File: config.mk
export PLATFORM = sky130hd
export DESIGN_NAME = boxcar_moving_average_top_flat
export DESIGN_NICKNAME = d
export VERILOG_FILES = /design/src/bma_pkg.sv /design/src/bma_sample_if.sv /design/src/bma_mean_if.sv /design/src/boxcar_moving_average_top.sv /design/src/bma_ram.sv /design/src/bma_sum.sv /design/src/bma_div.sv /design/src/flat_wrapper.sv
export VERILOG_INCLUDE_DIRS = /design/src /design/src/src
export SDC_FILE = /design/constraint.sdc
export NUM_CORES = 1
export LEC_CHECK = 0
export BUFFER_PORTS_ARGS = -buffer_cell sky130_fd_sc_hd__buf_2
export CORE_MARGIN = 4
export CORE_UTILIZATION = 51
export CTS_BUF_LIST = sky130_fd_sc_hd__clkbuf_16
export DETAILED_ROUTE_END_ITERATION = 12
export PLACE_DENSITY = 0.63
export SKIP_LAST_GASP = 1
export SLEW_MARGIN = 20
export SYNTH_ARGS = -nofsm -noshare
export SYNTH_HDL_FRONTEND = slang
export SYNTH_SLANG_ARGS = --single-unit
File: constraint.sdc
create_clock -name clk_i -period 3.86 [get_ports clk_i]
set_input_delay 0.772 -clock clk_i [delete_from_list [all_inputs] [get_ports clk_i]]
set_output_delay 0.772 -clock clk_i [all_outputs]
set_load 0.01 [all_outputs]
File: src/boxcar_moving_average_top_macros.svh
// ----------------------------------------------------------------------------
// boxcar moving average assertion macros
// Property helpers for the filter's concurrent checks; empty in synthesis.
// ----------------------------------------------------------------------------
`ifndef BOXCAR_MOVING_AVERAGE_TOP_MACROS_SVH
`define BOXCAR_MOVING_AVERAGE_TOP_MACROS_SVH

`ifndef SYNTHESIS
// same-cycle implication
`define BMA_ASSERT_IMP(lbl, ante, cons) \
  lbl: assert property (@(posedge clk_i) disable iff (!rst_ni) (ante) |-> (cons)) \
    else $error("assertion failed: same-cycle check");
// next-cycle implication
`define BMA_ASSERT_NXT(lbl, ante, cons) \
  lbl: assert property (@(posedge clk_i) disable iff (!rst_ni) (ante) |=> (cons)) \
    else $error("assertion failed: next-cycle check");
`else
`define BMA_ASSERT_IMP(lbl, ante, cons)
`define BMA_ASSERT_NXT(lbl, ante, cons)
`endif

`endif

File: src/bma_pkg.sv
// ----------------------------------------------------------------------------
// bma_pkg
// Shared constants and types of the boxcar moving average filter.
// ----------------------------------------------------------------------------
`default_nettype none

package bma_pkg;

  localparam int unsigned MAX_WINDOW_DEF  = 64;
  localparam int unsigned SAMPLE_BITS_DEF = 16;
  localparam int unsigned LEN_BITS        = 7;
  localparam int unsigned MEAN_BITS       = 16;

  localparam logic [LEN_BITS-1:0] WINDOW_LEN_RST = LEN_BITS'(8);

  // control from the sequencer to the serial sum unit
  typedef struct packed {
    logic start;
    logic prime;
  } bma_sum_ctl_t;

endpackage

`default_nettype wire

File: src/bma_sample_if.sv
// ----------------------------------------------------------------------------
// bma_sample_if
// Valid/ready channel carrying one distance sample.
// ----------------------------------------------------------------------------
`default_nettype none

interface bma_sample_if #(
  parameter int unsigned SAMPLE_BITS = bma_pkg::SAMPLE_BITS_DEF
);
  logic                   valid;
  logic                   ready;
  logic [SAMPLE_BITS-1:0] distance_sample;

  modport source (output valid, output distance_sample, input ready);
  modport sink   (input valid, input distance_sample, output ready);
endinterface

`default_nettype wire

File: src/bma_mean_if.sv
// ----------------------------------------------------------------------------
// bma_mean_if
// Valid/ready channel carrying one window mean.
// ----------------------------------------------------------------------------
`default_nettype none

interface bma_mean_if;
  import bma_pkg::*;

  logic                 valid;
  logic                 ready;
  logic [MEAN_BITS-1:0] mean_distance;

  modport source (output valid, output mean_distance, input ready);
  modport sink   (input valid, input mean_distance, output ready);
endinterface

`default_nettype wire

File: src/boxcar_moving_average_top.sv
// ----------------------------------------------------------------------------
// boxcar_moving_average_top
// Moving-average filter over the last N distance samples with a running sum.
// ----------------------------------------------------------------------------
// Usage:
//   sample_i takes one distance sample per request; mean_o returns one window
//   mean per sample, in order. cfg_we_i/cfg_wdata_i write the window length
//   (0 acts as 1, values above MAX_WINDOW act as MAX_WINDOW); write it only
//   while the filter is idle. A write re-primes the window.
//   The first sample after reset or a length write primes every slot with
//   its value and comes back unchanged once the serial multiply of length
//   by sample is done. Every later sample runs the bit-serial sum update
//   and then the bit-serial divider, each over SUM_BITS bits, with
//   SUM_BITS = SAMPLE_BITS + clog2(MAX_WINDOW).
//   One sample is in flight at a time; sample_i.ready is high while idle.
//   The mean sits in an output register, so a new sample is taken while the
//   last mean waits; a stalled receiver holds the next mean in the sequencer
//   until the output register frees up.
//   Reset idles the sum unit, length returns to 8, the window is unprimed
//   and no mean is pending. The sample ring is not cleared.
// ----------------------------------------------------------------------------
`default_nettype none

`include "boxcar_moving_average_top_macros.svh"

module boxcar_moving_average_top #(
  parameter int unsigned MAX_WINDOW  = bma_pkg::MAX_WINDOW_DEF,
  parameter int unsigned SAMPLE_BITS = bma_pkg::SAMPLE_BITS_DEF
) (
  input  wire logic                         clk_i,
  input  wire logic                         rst_ni,
  bma_sample_if.sink                        sample_i,
  bma_mean_if.source                        mean_o,
  input  wire logic                         cfg_we_i,
  input  wire logic [bma_pkg::LEN_BITS-1:0] cfg_wdata_i
);
  import bma_pkg::*;

  localparam int unsigned SLOT_BITS = $clog2(MAX_WINDOW);
  localparam int unsigned SUM_BITS  = SAMPLE_BITS + SLOT_BITS;
  localparam int unsigned CMP_W     = ((SLOT_BITS > LEN_BITS) ? SLOT_BITS : LEN_BITS) + 1;

  localparam int unsigned ST_W = 3;
  localparam logic [ST_W-1:0] ST_IDLE = 3'd0;
  localparam logic [ST_W-1:0] ST_READ = 3'd1;
  localparam logic [ST_W-1:0] ST_SUM  = 3'd2;
  localparam logic [ST_W-1:0] ST_DIV  = 3'd3;
  localparam logic [ST_W-1:0] ST_OUT  = 3'd4;

  logic [ST_W-1:0]        state_q;
  logic [LEN_BITS-1:0]    wlen_q;
  logic                   primed_q;
  logic                   prime_q;
  logic [SLOT_BITS-1:0]   slot_q;
  logic [LEN_BITS-1:0]    written_q;
  logic                   out_valid_q;

  logic [SAMPLE_BITS-1:0] x_q;
  logic [SAMPLE_BITS-1:0] prime_val_q;
  logic [SLOT_BITS-1:0]   slot_use_q;
  logic [MEAN_BITS-1:0]   result_q;
  logic [MEAN_BITS-1:0]   out_data_q;

  logic [LEN_BITS-1:0]    n_eff;
  logic [SLOT_BITS-1:0]   slot_fix;
  logic [CMP_W-1:0]       slot_nxt;
  logic                   in_req;
  logic [SAMPLE_BITS-1:0] ram_rdata;
  logic [SAMPLE_BITS-1:0] old_val;
  bma_sum_ctl_t           sum_ctl;
  logic [SUM_BITS-1:0]    sum;
  logic                   sum_done;
  logic                   div_start;
  logic [SUM_BITS-1:0]    quot;
  logic                   div_done;

  always_comb begin
    if (wlen_q == '0) begin
      n_eff = LEN_BITS'(1);
    end else if (32'(wlen_q) > MAX_WINDOW) begin
      n_eff = LEN_BITS'(MAX_WINDOW);
    end else begin
      n_eff = wlen_q;
    end
    slot_fix = (CMP_W'(slot_q) >= CMP_W'(n_eff)) ? '0 : slot_q;
    slot_nxt = CMP_W'(slot_use_q) + CMP_W'(1);
    // slots not yet written since priming read as the priming value
    old_val  = (CMP_W'(slot_use_q) < CMP_W'(written_q)) ? ram_rdata : prime_val_q;
    sum_ctl.start = (state_q == ST_READ);
    sum_ctl.prime = prime_q;
    div_start = (state_q == ST_SUM) && sum_done && !prime_q;
  end

  assign sample_i.ready = (state_q == ST_IDLE);
  assign in_req         = sample_i.valid && sample_i.ready;

  bma_ram #(
    .WIDTH (SAMPLE_BITS),
    .DEPTH (MAX_WINDOW)
  ) u_ring (
    .clk_i   (clk_i),
    .we_i    ((state_q == ST_READ) && !prime_q),
    .waddr_i (slot_use_q),
    .wdata_i (x_q),
    .re_i    (in_req),
    .raddr_i (slot_fix),
    .rdata_o (ram_rdata)
  );

  bma_sum #(
    .SAMPLE_BITS (SAMPLE_BITS),
    .SUM_BITS    (SUM_BITS)
  ) u_sum (
    .clk_i  (clk_i),
    .rst_ni (rst_ni),
    .ctl_i  (sum_ctl),
    .n_i    (n_eff),
    .x_i    (x_q),
    .old_i  (old_val),
    .sum_o  (sum),
    .done_o (sum_done)
  );

  bma_div #(
    .SUM_BITS (SUM_BITS)
  ) u_div (
    .clk_i      (clk_i),
    .rst_ni     (rst_ni),
    .start_i    (div_start),
    .dividend_i (sum),
    .divisor_i  (n_eff),
    .quot_o     (quot),
    .done_o     (div_done)
  );

  always_ff @(posedge clk_i or negedge rst_ni) begin
    if (!rst_ni) begin
      state_q     <= ST_IDLE;
      wlen_q      <= WINDOW_LEN_RST;
      primed_q    <= 1'b0;
      prime_q     <= 1'b0;
      slot_q      <= '0;
      written_q   <= '0;
      out_valid_q <= 1'b0;
    end else begin
      if ((state_q == ST_OUT) && (!out_valid_q || mean_o.ready)) begin
        out_valid_q <= 1'b1;
      end else if (mean_o.ready) begin
        out_valid_q <= 1'b0;
      end
      case (state_q)
        ST_IDLE: begin
          if (in_req) begin
            prime_q <= !primed_q;
            if (!primed_q) begin
              slot_q    <= '0;
              written_q <= '0;
            end
            state_q <= ST_READ;
          end
        end
        ST_READ: begin
          state_q <= ST_SUM;
        end
        ST_SUM: begin
          if (sum_done) begin
            state_q <= prime_q ? ST_OUT : ST_DIV;
          end
        end
        ST_DIV: begin
          if (div_done) begin
            if ((CMP_W'(written_q) < CMP_W'(n_eff)) && (slot_nxt > CMP_W'(written_q))) begin
              written_q <= LEN_BITS'(slot_nxt);
            end
            slot_q  <= (slot_nxt >= CMP_W'(n_eff)) ? '0 : SLOT_BITS'(slot_nxt);
            state_q <= ST_OUT;
          end
        end
        ST_OUT: begin
          if (!out_valid_q || mean_o.ready) begin
            state_q <= ST_IDLE;
          end
        end
        default: begin
          state_q <= ST_IDLE;
        end
      endcase
      // a length write re-primes the window
      if (cfg_we_i) begin
        wlen_q   <= cfg_wdata_i;
        primed_q <= 1'b0;
      end else if (in_req && !primed_q) begin
        primed_q <= 1'b1;
      end
    end
  end

  always_ff @(posedge clk_i) begin
    if (in_req) begin
      x_q <= sample_i.distance_sample;
      if (!primed_q) begin
        prime_val_q <= sample_i.distance_sample;
        slot_use_q  <= '0;
        result_q    <= MEAN_BITS'(sample_i.distance_sample);
      end else begin
        slot_use_q  <= slot_fix;
      end
    end
    if ((state_q == ST_DIV) && div_done) begin
      result_q <= MEAN_BITS'(quot);
    end
    if ((state_q == ST_OUT) && (!out_valid_q || mean_o.ready)) begin
      out_data_q <= result_q;
    end
  end

  assign mean_o.valid         = out_valid_q;
  assign mean_o.mean_distance = out_data_q;

  `BMA_ASSERT_NXT(a_req_starts_read, in_req, state_q == ST_READ)
  `BMA_ASSERT_IMP(a_sum_done_in_sum, sum_done, state_q == ST_SUM)
  `BMA_ASSERT_IMP(a_div_done_in_div, div_done, state_q == ST_DIV)
  `BMA_ASSERT_IMP(a_slot_in_window, primed_q && (state_q == ST_IDLE), CMP_W'(slot_q) < CMP_W'(n_eff))

endmodule

`default_nettype wire

File: src/bma_ram.sv
// ----------------------------------------------------------------------------
// bma_ram
// Generic single-write, single-read RAM with registered read data.
// ----------------------------------------------------------------------------
`default_nettype none

module bma_ram #(
  parameter int unsigned WIDTH = 16,
  parameter int unsigned DEPTH = 64
) (
  input  wire logic                     clk_i,
  input  wire logic                     we_i,
  input  wire logic [$clog2(DEPTH)-1:0] waddr_i,
  input  wire logic [WIDTH-1:0]         wdata_i,
  input  wire logic                     re_i,
  input  wire logic [$clog2(DEPTH)-1:0] raddr_i,
  output logic      [WIDTH-1:0]         rdata_o
);

  logic [WIDTH-1:0] mem_q [DEPTH];
  logic [WIDTH-1:0] rdata_q;

  always_ff @(posedge clk_i) begin
    if (we_i) begin
      mem_q[waddr_i] <= wdata_i;
    end
    if (re_i) begin
      rdata_q <= mem_q[raddr_i];
    end
  end

  assign rdata_o = rdata_q;

endmodule

`default_nettype wire

File: src/bma_sum.sv
// ----------------------------------------------------------------------------
// bma_sum
// Bit-serial running sum unit: sum - old + new, or length times sample.
// ----------------------------------------------------------------------------
`default_nettype none

module bma_sum #(
  parameter int unsigned SAMPLE_BITS = bma_pkg::SAMPLE_BITS_DEF,
  parameter int unsigned SUM_BITS    = bma_pkg::SAMPLE_BITS_DEF + 6
) (
  input  wire logic                         clk_i,
  input  wire logic                         rst_ni,
  input  wire bma_pkg::bma_sum_ctl_t        ctl_i,
  input  wire logic [bma_pkg::LEN_BITS-1:0] n_i,
  input  wire logic [SAMPLE_BITS-1:0]       x_i,
  input  wire logic [SAMPLE_BITS-1:0]       old_i,
  output logic      [SUM_BITS-1:0]          sum_o,
  output logic                              done_o
);
  import bma_pkg::*;

  localparam int unsigned CNT_W = $clog2(SUM_BITS + 1);

  logic [SUM_BITS-1:0]    sum_q;
  logic [SAMPLE_BITS-1:0] x_q;
  logic [SAMPLE_BITS-1:0] old_q;
  logic [LEN_BITS-1:0]    mcarry_q;
  logic signed [1:0]      acarry_q;
  logic [CNT_W-1:0]       cnt_q;
  logic                   busy_q;
  logic                   prime_q;
  logic                   done_q;

  logic [LEN_BITS:0]      t_mul;
  logic signed [2:0]      t_add;
  logic                   sum_bit;
  logic                   last;

  always_comb begin
    // serial-parallel multiply: product bits come out lsb first
    t_mul = {1'b0, mcarry_q} + (x_q[0] ? {1'b0, n_i} : '0);
    // signed digit carry in -1..1 covers the add and subtract together
    t_add = $signed({2'b00, sum_q[0]}) + $signed({2'b00, x_q[0]})
          - $signed({2'b00, old_q[0]}) + 3'(acarry_q);
    sum_bit = prime_q ? t_mul[0] : t_add[0];
    last    = (cnt_q == CNT_W'(SUM_BITS - 1));
  end

  always_ff @(posedge clk_i or negedge rst_ni) begin
    if (!rst_ni) begin
      busy_q <= 1'b0;
      done_q <= 1'b0;
      cnt_q  <= '0;
    end else begin
      done_q <= busy_q && last;
      if (ctl_i.start) begin
        busy_q <= 1'b1;
        cnt_q  <= '0;
      end else if (busy_q) begin
        cnt_q <= cnt_q + CNT_W'(1);
        if (last) begin
          busy_q <= 1'b0;
        end
      end
    end
  end

  always_ff @(posedge clk_i) begin
    if (ctl_i.start) begin
      x_q      <= x_i;
      old_q    <= old_i;
      mcarry_q <= '0;
      acarry_q <= '0;
      prime_q  <= ctl_i.prime;
    end else if (busy_q) begin
      x_q      <= x_q >> 1;
      old_q    <= old_q >> 1;
      mcarry_q <= t_mul[LEN_BITS:1];
      acarry_q <= t_add[2:1];
      sum_q    <= {sum_bit, sum_q[SUM_BITS-1:1]};
    end
  end

  assign sum_o  = sum_q;
  assign done_o = done_q;

endmodule

`default_nettype wire

File: src/bma_div.sv
// ----------------------------------------------------------------------------
// bma_div
// Bit-serial restoring divider, one quotient bit per cycle, msb first.
// ----------------------------------------------------------------------------
`default_nettype none

module bma_div #(
  parameter int unsigned SUM_BITS = bma_pkg::SAMPLE_BITS_DEF + 6
) (
  input  wire logic                         clk_i,
  input  wire logic                         rst_ni,
  input  wire logic                         start_i,
  input  wire logic [SUM_BITS-1:0]          dividend_i,
  input  wire logic [bma_pkg::LEN_BITS-1:0] divisor_i,
  output logic      [SUM_BITS-1:0]          quot_o,
  output logic                              done_o
);
  import bma_pkg::*;

  localparam int unsigned CNT_W = $clog2(SUM_BITS + 1);

  logic [SUM_BITS-1:0] dvd_q;
  logic [LEN_BITS-1:0] rem_q;
  logic [CNT_W-1:0]    cnt_q;
  logic                busy_q;
  logic                done_q;

  logic [LEN_BITS:0]   rem_sh;
  logic [LEN_BITS:0]   rem_sub;
  logic                ge;
  logic                last;

  always_comb begin
    rem_sh  = {rem_q, dvd_q[SUM_BITS-1]};
    ge      = (rem_sh >= {1'b0, divisor_i});
    rem_sub = rem_sh - {1'b0, divisor_i};
    last    = (cnt_q == CNT_W'(SUM_BITS - 1));
  end

  always_ff @(posedge clk_i or negedge rst_ni) begin
    if (!rst_ni) begin
      busy_q <= 1'b0;
      done_q <= 1'b0;
      cnt_q  <= '0;
    end else begin
      done_q <= busy_q && last;
      if (start_i) begin
        busy_q <= 1'b1;
        cnt_q  <= '0;
      end else if (busy_q) begin
        cnt_q <= cnt_q + CNT_W'(1);
        if (last) begin
          busy_q <= 1'b0;
        end
      end
    end
  end

  // dividend shifts out at the top while quotient bits fill in at the bottom
  always_ff @(posedge clk_i) begin
    if (start_i) begin
      dvd_q <= dividend_i;
      rem_q <= '0;
    end else if (busy_q) begin
      dvd_q <= {dvd_q[SUM_BITS-2:0], ge};
      rem_q <= ge ? rem_sub[LEN_BITS-1:0] : rem_sh[LEN_BITS-1:0];
    end
  end

  assign quot_o = dvd_q;
  assign done_o = done_q;

endmodule

`default_nettype wire

File: src/flat_wrapper.sv
// flat-port wrapper written by rule: the top's interface ports become plain ports
module boxcar_moving_average_top_flat import bma_pkg::*;
#(
  parameter int unsigned MAX_WINDOW  = bma_pkg::MAX_WINDOW_DEF,
  parameter int unsigned SAMPLE_BITS = bma_pkg::SAMPLE_BITS_DEF
)
  (clk_i, rst_ni, cfg_we_i, cfg_wdata_i, sample_i_valid, sample_i_distance_sample, sample_i_ready, mean_o_valid, mean_o_mean_distance, mean_o_ready);
  bma_sample_if #(.SAMPLE_BITS(SAMPLE_BITS)) sample_i_i ();
  bma_mean_if mean_o_i ();
  input  wire logic clk_i;
  input  wire logic rst_ni;
  input  wire logic cfg_we_i;
  input  wire logic [bma_pkg::LEN_BITS-1:0] cfg_wdata_i;
  input wire logic [$bits(sample_i_i.valid)-1:0] sample_i_valid;
  input wire logic [$bits(sample_i_i.distance_sample)-1:0] sample_i_distance_sample;
  output wire logic [$bits(sample_i_i.ready)-1:0] sample_i_ready;
  output wire logic [$bits(mean_o_i.valid)-1:0] mean_o_valid;
  output wire logic [$bits(mean_o_i.mean_distance)-1:0] mean_o_mean_distance;
  input wire logic [$bits(mean_o_i.ready)-1:0] mean_o_ready;
  assign sample_i_i.valid = sample_i_valid;
  assign sample_i_i.distance_sample = sample_i_distance_sample;
  assign sample_i_ready = sample_i_i.ready;
  assign mean_o_valid = mean_o_i.valid;
  assign mean_o_mean_distance = mean_o_i.mean_distance;
  assign mean_o_i.ready = mean_o_ready;
  boxcar_moving_average_top #(.MAX_WINDOW(MAX_WINDOW), .SAMPLE_BITS(SAMPLE_BITS)) u_core (.clk_i(clk_i), .rst_ni(rst_ni), .sample_i(sample_i_i), .mean_o(mean_o_i), .cfg_we_i(cfg_we_i), .cfg_wdata_i(cfg_wdata_i));
endmodule
# Word level (Yosys, flattened, before mapping)
# Memories as Yosys holds them, arrays and structs flattened. A register that Yosys moved wholly into a read port is not among the register bits.
# Index checks and enable logic that the tools add are counted.
# Widths: inputs -> output; s select.
[op_classes] bitwise_logic=2 mux=48 n_addsub=8 n_eq_ne=13 magnitude_cmp=7 n_reduce_logical=29
[ops] cell="$mux 16" count=8
[ops] cell="$mux 7" count=8
[ops] cell="$mux 22" count=2
[ops] cell="$mux 6" count=5
[ops] cell="$mux 5" count=4
[ops] cell="$ge 8x7->1" count=2
[ops] cell="$mux 3" count=5
[ops] cell="$pmux 3 s5" count=1
[ops] cell="$pmux 7 s2" count=1
[ops] cell="$mux 1" count=13
[ops] cell="$ne 2x2->1 const B" count=6
[ops] cell="$pmux 6 s2" count=1
[ops] cell="$reduce_bool 2->1" count=6
[ops] cell="$add 5x1->5 const B" count=2
[ops] cell="$eq 5x5->1 const B" count=2
[ops] cell="$logic_and 1x1->1" count=10
[ops] cell="$add 7x8->8" count=1
[ops] cell="$gt 8x7->1" count=1
[ops] cell="$reduce_and 2->1" count=4
[ops] cell="$reduce_and 4->1" count=2
[ops] cell="$add 6x1->7 const B" count=1
[ops] cell="$ge 6x7->1" count=1
[ops] cell="$gt 7x7->1 const B" count=1
[ops] cell="$logic_not 7->1" count=1
[ops] cell="15 further kinds" count=19
[word_totals] memories=1 mem_bits_rw=1024 ff_bits=203 elab_cells=134 in_bits=28
[memory_table] memory="u_core.u_ring.mem_q" words=64 word_bits=16 read_ports=1 rd_ports_with_merged_regs=1 wr=1 line_no="bma_ram.sv:20" text="logic [WIDTH-1:0] mem_q [DEPTH];"

# Depth between registers and ports, before layout
[depth] word_depth=8 ltp_mapped=16 ltp_nobuf=14

# Hierarchy
# A second synthesis with hierarchy kept.
[unflattened] hier_cells=2594 hier_area_um2=50000.5
[modules_own_cells] mod="bma_ram" area_per_inst_um2=40202.3 instances=1 cells_each=1829
[modules_own_cells] mod="boxcar_moving_average_top" area_per_inst_um2=4584.4 instances=1 cells_each=376
[modules_own_cells] mod="bma_sum" area_per_inst_um2=3116.7 instances=1 cells_each=207
[modules_own_cells] mod="bma_div" area_per_inst_um2=2097.0 instances=1 cells_each=182

# Least setup slack after synthesis
# Ideal clock, no wire load.
[synth_timing] path_type="register to register" from="register u_core.slot_q[0]" to="register u_core.u_ring.rdata_q[14] (netlist: u_core.u_ring.rdata_o[14]) (read register of u_core.u_ring.mem_q) (data pin)" synth_period_minus_slack_ps=3514 setup_time_ps=266 stages_incl_launch_ff=14 path_buffers=3 slack_ps=346 arrival_time_ps=3248 required_ps=3594 cell_sequence="dfrtp_1 > buf_2 > inv_1 > clkbuf_1 > clkbuf_1 > ha_1 > nand2b_4 > a211o_1 > a21oi_4 > nand2b_1 > mux4_2 > or3_1 > a211oi_1 > o22ai_1"
[synth_via] elab_chain_len=2
[synth_rtl] item="start, declared" line_no="boxcar_moving_average_top.sv:54" text="logic [SLOT_BITS-1:0] slot_q;"
[synth_rtl] item="start signal, assigned" line_no="boxcar_moving_average_top.sv:175" text="slot_q <= (slot_nxt >= CMP_W'(n_eff)) ? '0 : SLOT_BITS'(slot_nxt);"
[synth_rtl] item="$ge 6x7->1" line_no="boxcar_moving_average_top.sv:85" text="slot_fix = (CMP_W'(slot_q) >= CMP_W'(n_eff)) ? '0 : slot_q;"
[synth_rtl] item="$mux 6 *" line_no="boxcar_moving_average_top.sv:85"
[synth_rtl] item="end, declared" line_no="bma_ram.sv:21" text="logic [WIDTH-1:0] rdata_q;"
# Mark *: on every way between the ends. The rest lies on a longest branch, timed or not.
# A chain may end at the register's enable or synchronous reset.

# Final worst setup path
[layout_timing] from="register u_core.wlen_q[3]" to="register u_core.u_ring.rdata_q[0] (netlist: u_core.u_ring.rdata_o[0]) (read register of u_core.u_ring.mem_q) (data pin)"
[layout_via] elab_chain_len=5 word_cells_on_any_way=6
[layout_rtl] item="start, declared" line_no="boxcar_moving_average_top.sv:51" text="logic [LEN_BITS-1:0] wlen_q;"
[layout_rtl] item="start signal, assigned" line_no="boxcar_moving_average_top.sv:190" text="wlen_q <= cfg_wdata_i;"
[layout_rtl] item="$gt 7x7->1" line_no="boxcar_moving_average_top.sv:80" text="end else if (32'(wlen_q) > MAX_WINDOW) begin"
[layout_rtl] item="$mux 7" line_no="boxcar_moving_average_top.sv:80"
[layout_rtl] item="$mux 7 *" line_no="boxcar_moving_average_top.sv:78" text="if (wlen_q == '0) begin"
[layout_rtl] item="$ge 6x7->1 *" line_no="boxcar_moving_average_top.sv:85"
[layout_rtl] item="$mux 6 *" line_no="boxcar_moving_average_top.sv:85"
# Marks and branches as above.

==> results.cfg <==
[hold_path]
holdCritPathClass = primary input to async pin

[critical_path]
cp.buffers_inverters = 3
critical_path_class = flop to flop
path_delay_family = compound AO/OA/AOI/OAI gates
endpoint_kind = flop
required_ps = 4330
crit_fanout = 15
arrival_ps = 4300
critPathMaxStageDelay_ps = 560
cp-start-kind = flop
cpMaxStageDelayCell = dfstp_2
path_cells = nor3_2 -> a21oi_2 -> nor2_2 -> ha_1 -> nand2b_4 -> a211o_1 -> buf_4 -> a211oi_4 -> buf_12 -> buf_16 -> mux2i_1 -> o211ai_1 -> a221oi_2 -> o22ai_1

[clock_tree]
cts_htree_levels = 4
clock_sinks = 1243
worstSkewPairLatency_ps = 750
cts-root-buf = clkbuf_16
tritoncts = built
cts.path.max_buffers = 3
postCtsHoldBufs = 0
cts_made_buffers = 130
path_clk_slew_ps = 60

[final_layout]
drive_gt1_share_pct = 15.46
fin_cells = 4829
syn2layout_area_growth_pct = 14.64
nets = 3536

[logic_synthesis]
synth_edf_count = 1187
synth.avg_cell_area_um2 = 15.38
synth-seq-cells = 1243
synth_top_family_by_area = compound AO/OA/AOI/OAI gates
synth_most_common_cell = edfxtp_1
yosysSeqAreaShare_pct = 74.41
synth_area_leaders = edfxtp_1 72%, mux2i_1 5.8%, nand2_1 3.2%
synth_nets = 3314
muxShareOfSynthArea_pct = 7.208
synth_warnings = 0
synth-xor-area-share_pct = 0.3526
synth_top_cells_by_count = 1187 x edfxtp_1, 424 x nand2_1, 288 x mux2i_1
synthSimpleGateAreaFrac_pct = 6.951
synthFlopType = edfxtp_1
synth.largest_area_cell = edfxtp_1
synthArstFlopShare_pct = 3.218
synth_fa_ha_area_share_pct = 1.471
syn-cell-area_um2 = 49680
synth_compound_area_share_pct = 7.679
yosysTopAreaCellShare_pct = 71.74
synthDistinctLibCells = 71
syn_inst = 3230

[power]
irDropWorstVdd_mv = 0.4325
leakage_nw = 19.46
power_density_nw_per_um2 = 556.2

[sta]
slew_headroom_pct = 19.07
setup_viol = 0
skew_ps = 37.18
tightestPinTransition_ps = 1214
hold_viol_final = 0
finalMaxSlewViolations = 0
fmax_mhz = 261.0
fin_tns_setup_ps = 0
min_period_ps = 3831
hold_ws_ps = 205.9
min_period_over_period_pct = 99.25

[placement]
place_inst = 4585
place.gp.congestion = 0.9284
io_buffers = 45
hpwl_um = 84960

[grt]
grt_pass1_wl_um = 197700
grt_usage_pct = 26.32
overflow = 0
grt_antenna_before_repair = 2
grt_pass1_vias = 28670
grt_max_degree = 66

[job]
maxCapViolCount = 0

[drt]
routed_wl_um = 136800
ant_nets = 0
drc_errors = 0
vias = 29590
dr.pass1.iters = 6
drtIter0Drc = 3967
via_per_inst = 6.128
wl_per_cell_um = 28.32

[floorplan]
chipWidth_um = 320.1
rows = 114
coreArea_um2 = 96710
die_area_um2 = 102500
dieHeight_um = 320.1
pin_count = 46
start_util_pct = 51.37

[outcome]
status = completed
[per-layer routing]
| metal | vias to the layer above | share of wire [%] | GRT usage (%) |
|---|---|---|---|
| met5 | - | 0.0095 | 0 |
| met4 | 2 | 3.0 | 8.605 |
| met3 | 232 | 9.9 | 6.165 |
| met2 | 1515 | 47 | 41.16 |
| met1 | 14910 | 40 | 36.94 |
| li1 | 12940 | - | - |
[worst reg2reg max path: cells and delay by family (launching register included)]
kind	cells	cell delay (ps)
AOI/OAI and AO/OA	6	1690
adders and majority gates	1	290
buffers and inverters	3	510
DFF	1	560
muxes	1	220
and+or+nand+nor	3	320
[per-stage QoR]
step	power [W]	utilization (%)	worst slack [ps]	area (um2)
global placement	0.01998	54.46	-148.9	52660
floorplan	0.01865	-	345.9	49680
global route	0.03281	58.89	-20.96	56950
CTS	0.03184	58.71	-26.16	56770
detailed placement	0.02014	54.48	-241.4	52690
finish	0.03168	58.89	29.10	56960
[flip-flops by register name, summed over array words and instances (netlist names), 2 cells and up]
register / flops
u_core.mean_o.mean_distance: 16
u_core.prime_val_q: 16
u_core.result_q: 16
u_core.slot_q: 6
u_core.slot_use_q: 6
u_core.state_q: 3
u_core.u_div.cnt_q: 5
u_core.u_div.quot_o: 22
u_core.u_div.rem_q: 7
u_core.u_ring.mem_q: 1024
u_core.u_ring.rdata_o: 16
u_core.u_sum.acarry_q: 2
u_core.u_sum.cnt_q: 5
u_core.u_sum.mcarry_q: 7
u_core.u_sum.old_q: 16
u_core.u_sum.sum_o: 22
u_core.u_sum.x_q: 16
u_core.wlen_q: 7
u_core.written_q: 7
u_core.x_q: 16
[cells in the final DEF (no fill, tap or decap), drive strengths merged, types with 26 or more instances in the layout]
master / n
dfrtp: 39
o22ai: 38
o211ai: 49
buf: 275
a31oi: 31
ha: 52
nand2: 424
mux2i: 288
and3: 29
edfxtp: 1187
mux2: 26
a221oi: 62
nor2: 160
o221ai: 47
inv: 81
a211oi: 27
clkinv: 48
nand3: 105
clkbuf: 134
o21ai: 72
a21oi: 134
[cells by family after synthesis]
logic type      Yosys count
flops                  1243
simple gates            803
compound gates          551
mux                     332
buf+inv                 225
fa+ha+maj                56
xor+xnor                 20
[what timing repair did]
item                                    in CTS  in global routing
gates cloned                                 1                  0
resized for setup                            5                 19
pin swaps                                    1                 10
endpoints found under the hold margin        0                  0
setup buffers                                1                  8
endpoints found under the setup margin       9                 17
[path summary, 6_finish.rpt]
kind                                              from                             end  slack [ps]  cells past startpoint
max in group asynchronous                       rst_ni                u_core.slot_q[2]        2950                      1
min                                             rst_ni                u_core.slot_q[5]         210                      1
min in group clk_i         sample_i_distance_sample[7]           u_core.prime_val_q[7]         260                      1
min reg2reg                         u_core.result_q[2]  u_core.mean_o.mean_distance[2]         420                      0
max                                   u_core.wlen_q[3]        u_core.u_ring.rdata_o[0]          30                     14
max reg2reg                           u_core.wlen_q[3]        u_core.u_ring.rdata_o[0]          30                     14
[cell type report]
class | count | area, um2
multi-input cells | 1762 | 11930
fillers | 7338 | 39750
clock inverters | 98 | 645.6
clock buffers | 134 | 3353
well taps | 1276 | 1597
flip-flops and latches | 1243 | 36980
inverters | 38 | 142.6
repair buffers | 277 | 2306
diodes | 1 | 2.502
[power breakdown]
group / leakage, nW / internal, W / total [W] / switching (W)
logic: 5.95 / 0.000954 / 0.00321 / 0.00226
clock network: 2.09 / 0.00669 / 0.0118 / 0.00507
registers: 11.4 / 0.0162 / 0.0167 / 0.000549
total: 19.5 / 0.0238 / 0.0317 / 0.00788
(Power assumes the default switching activity.)
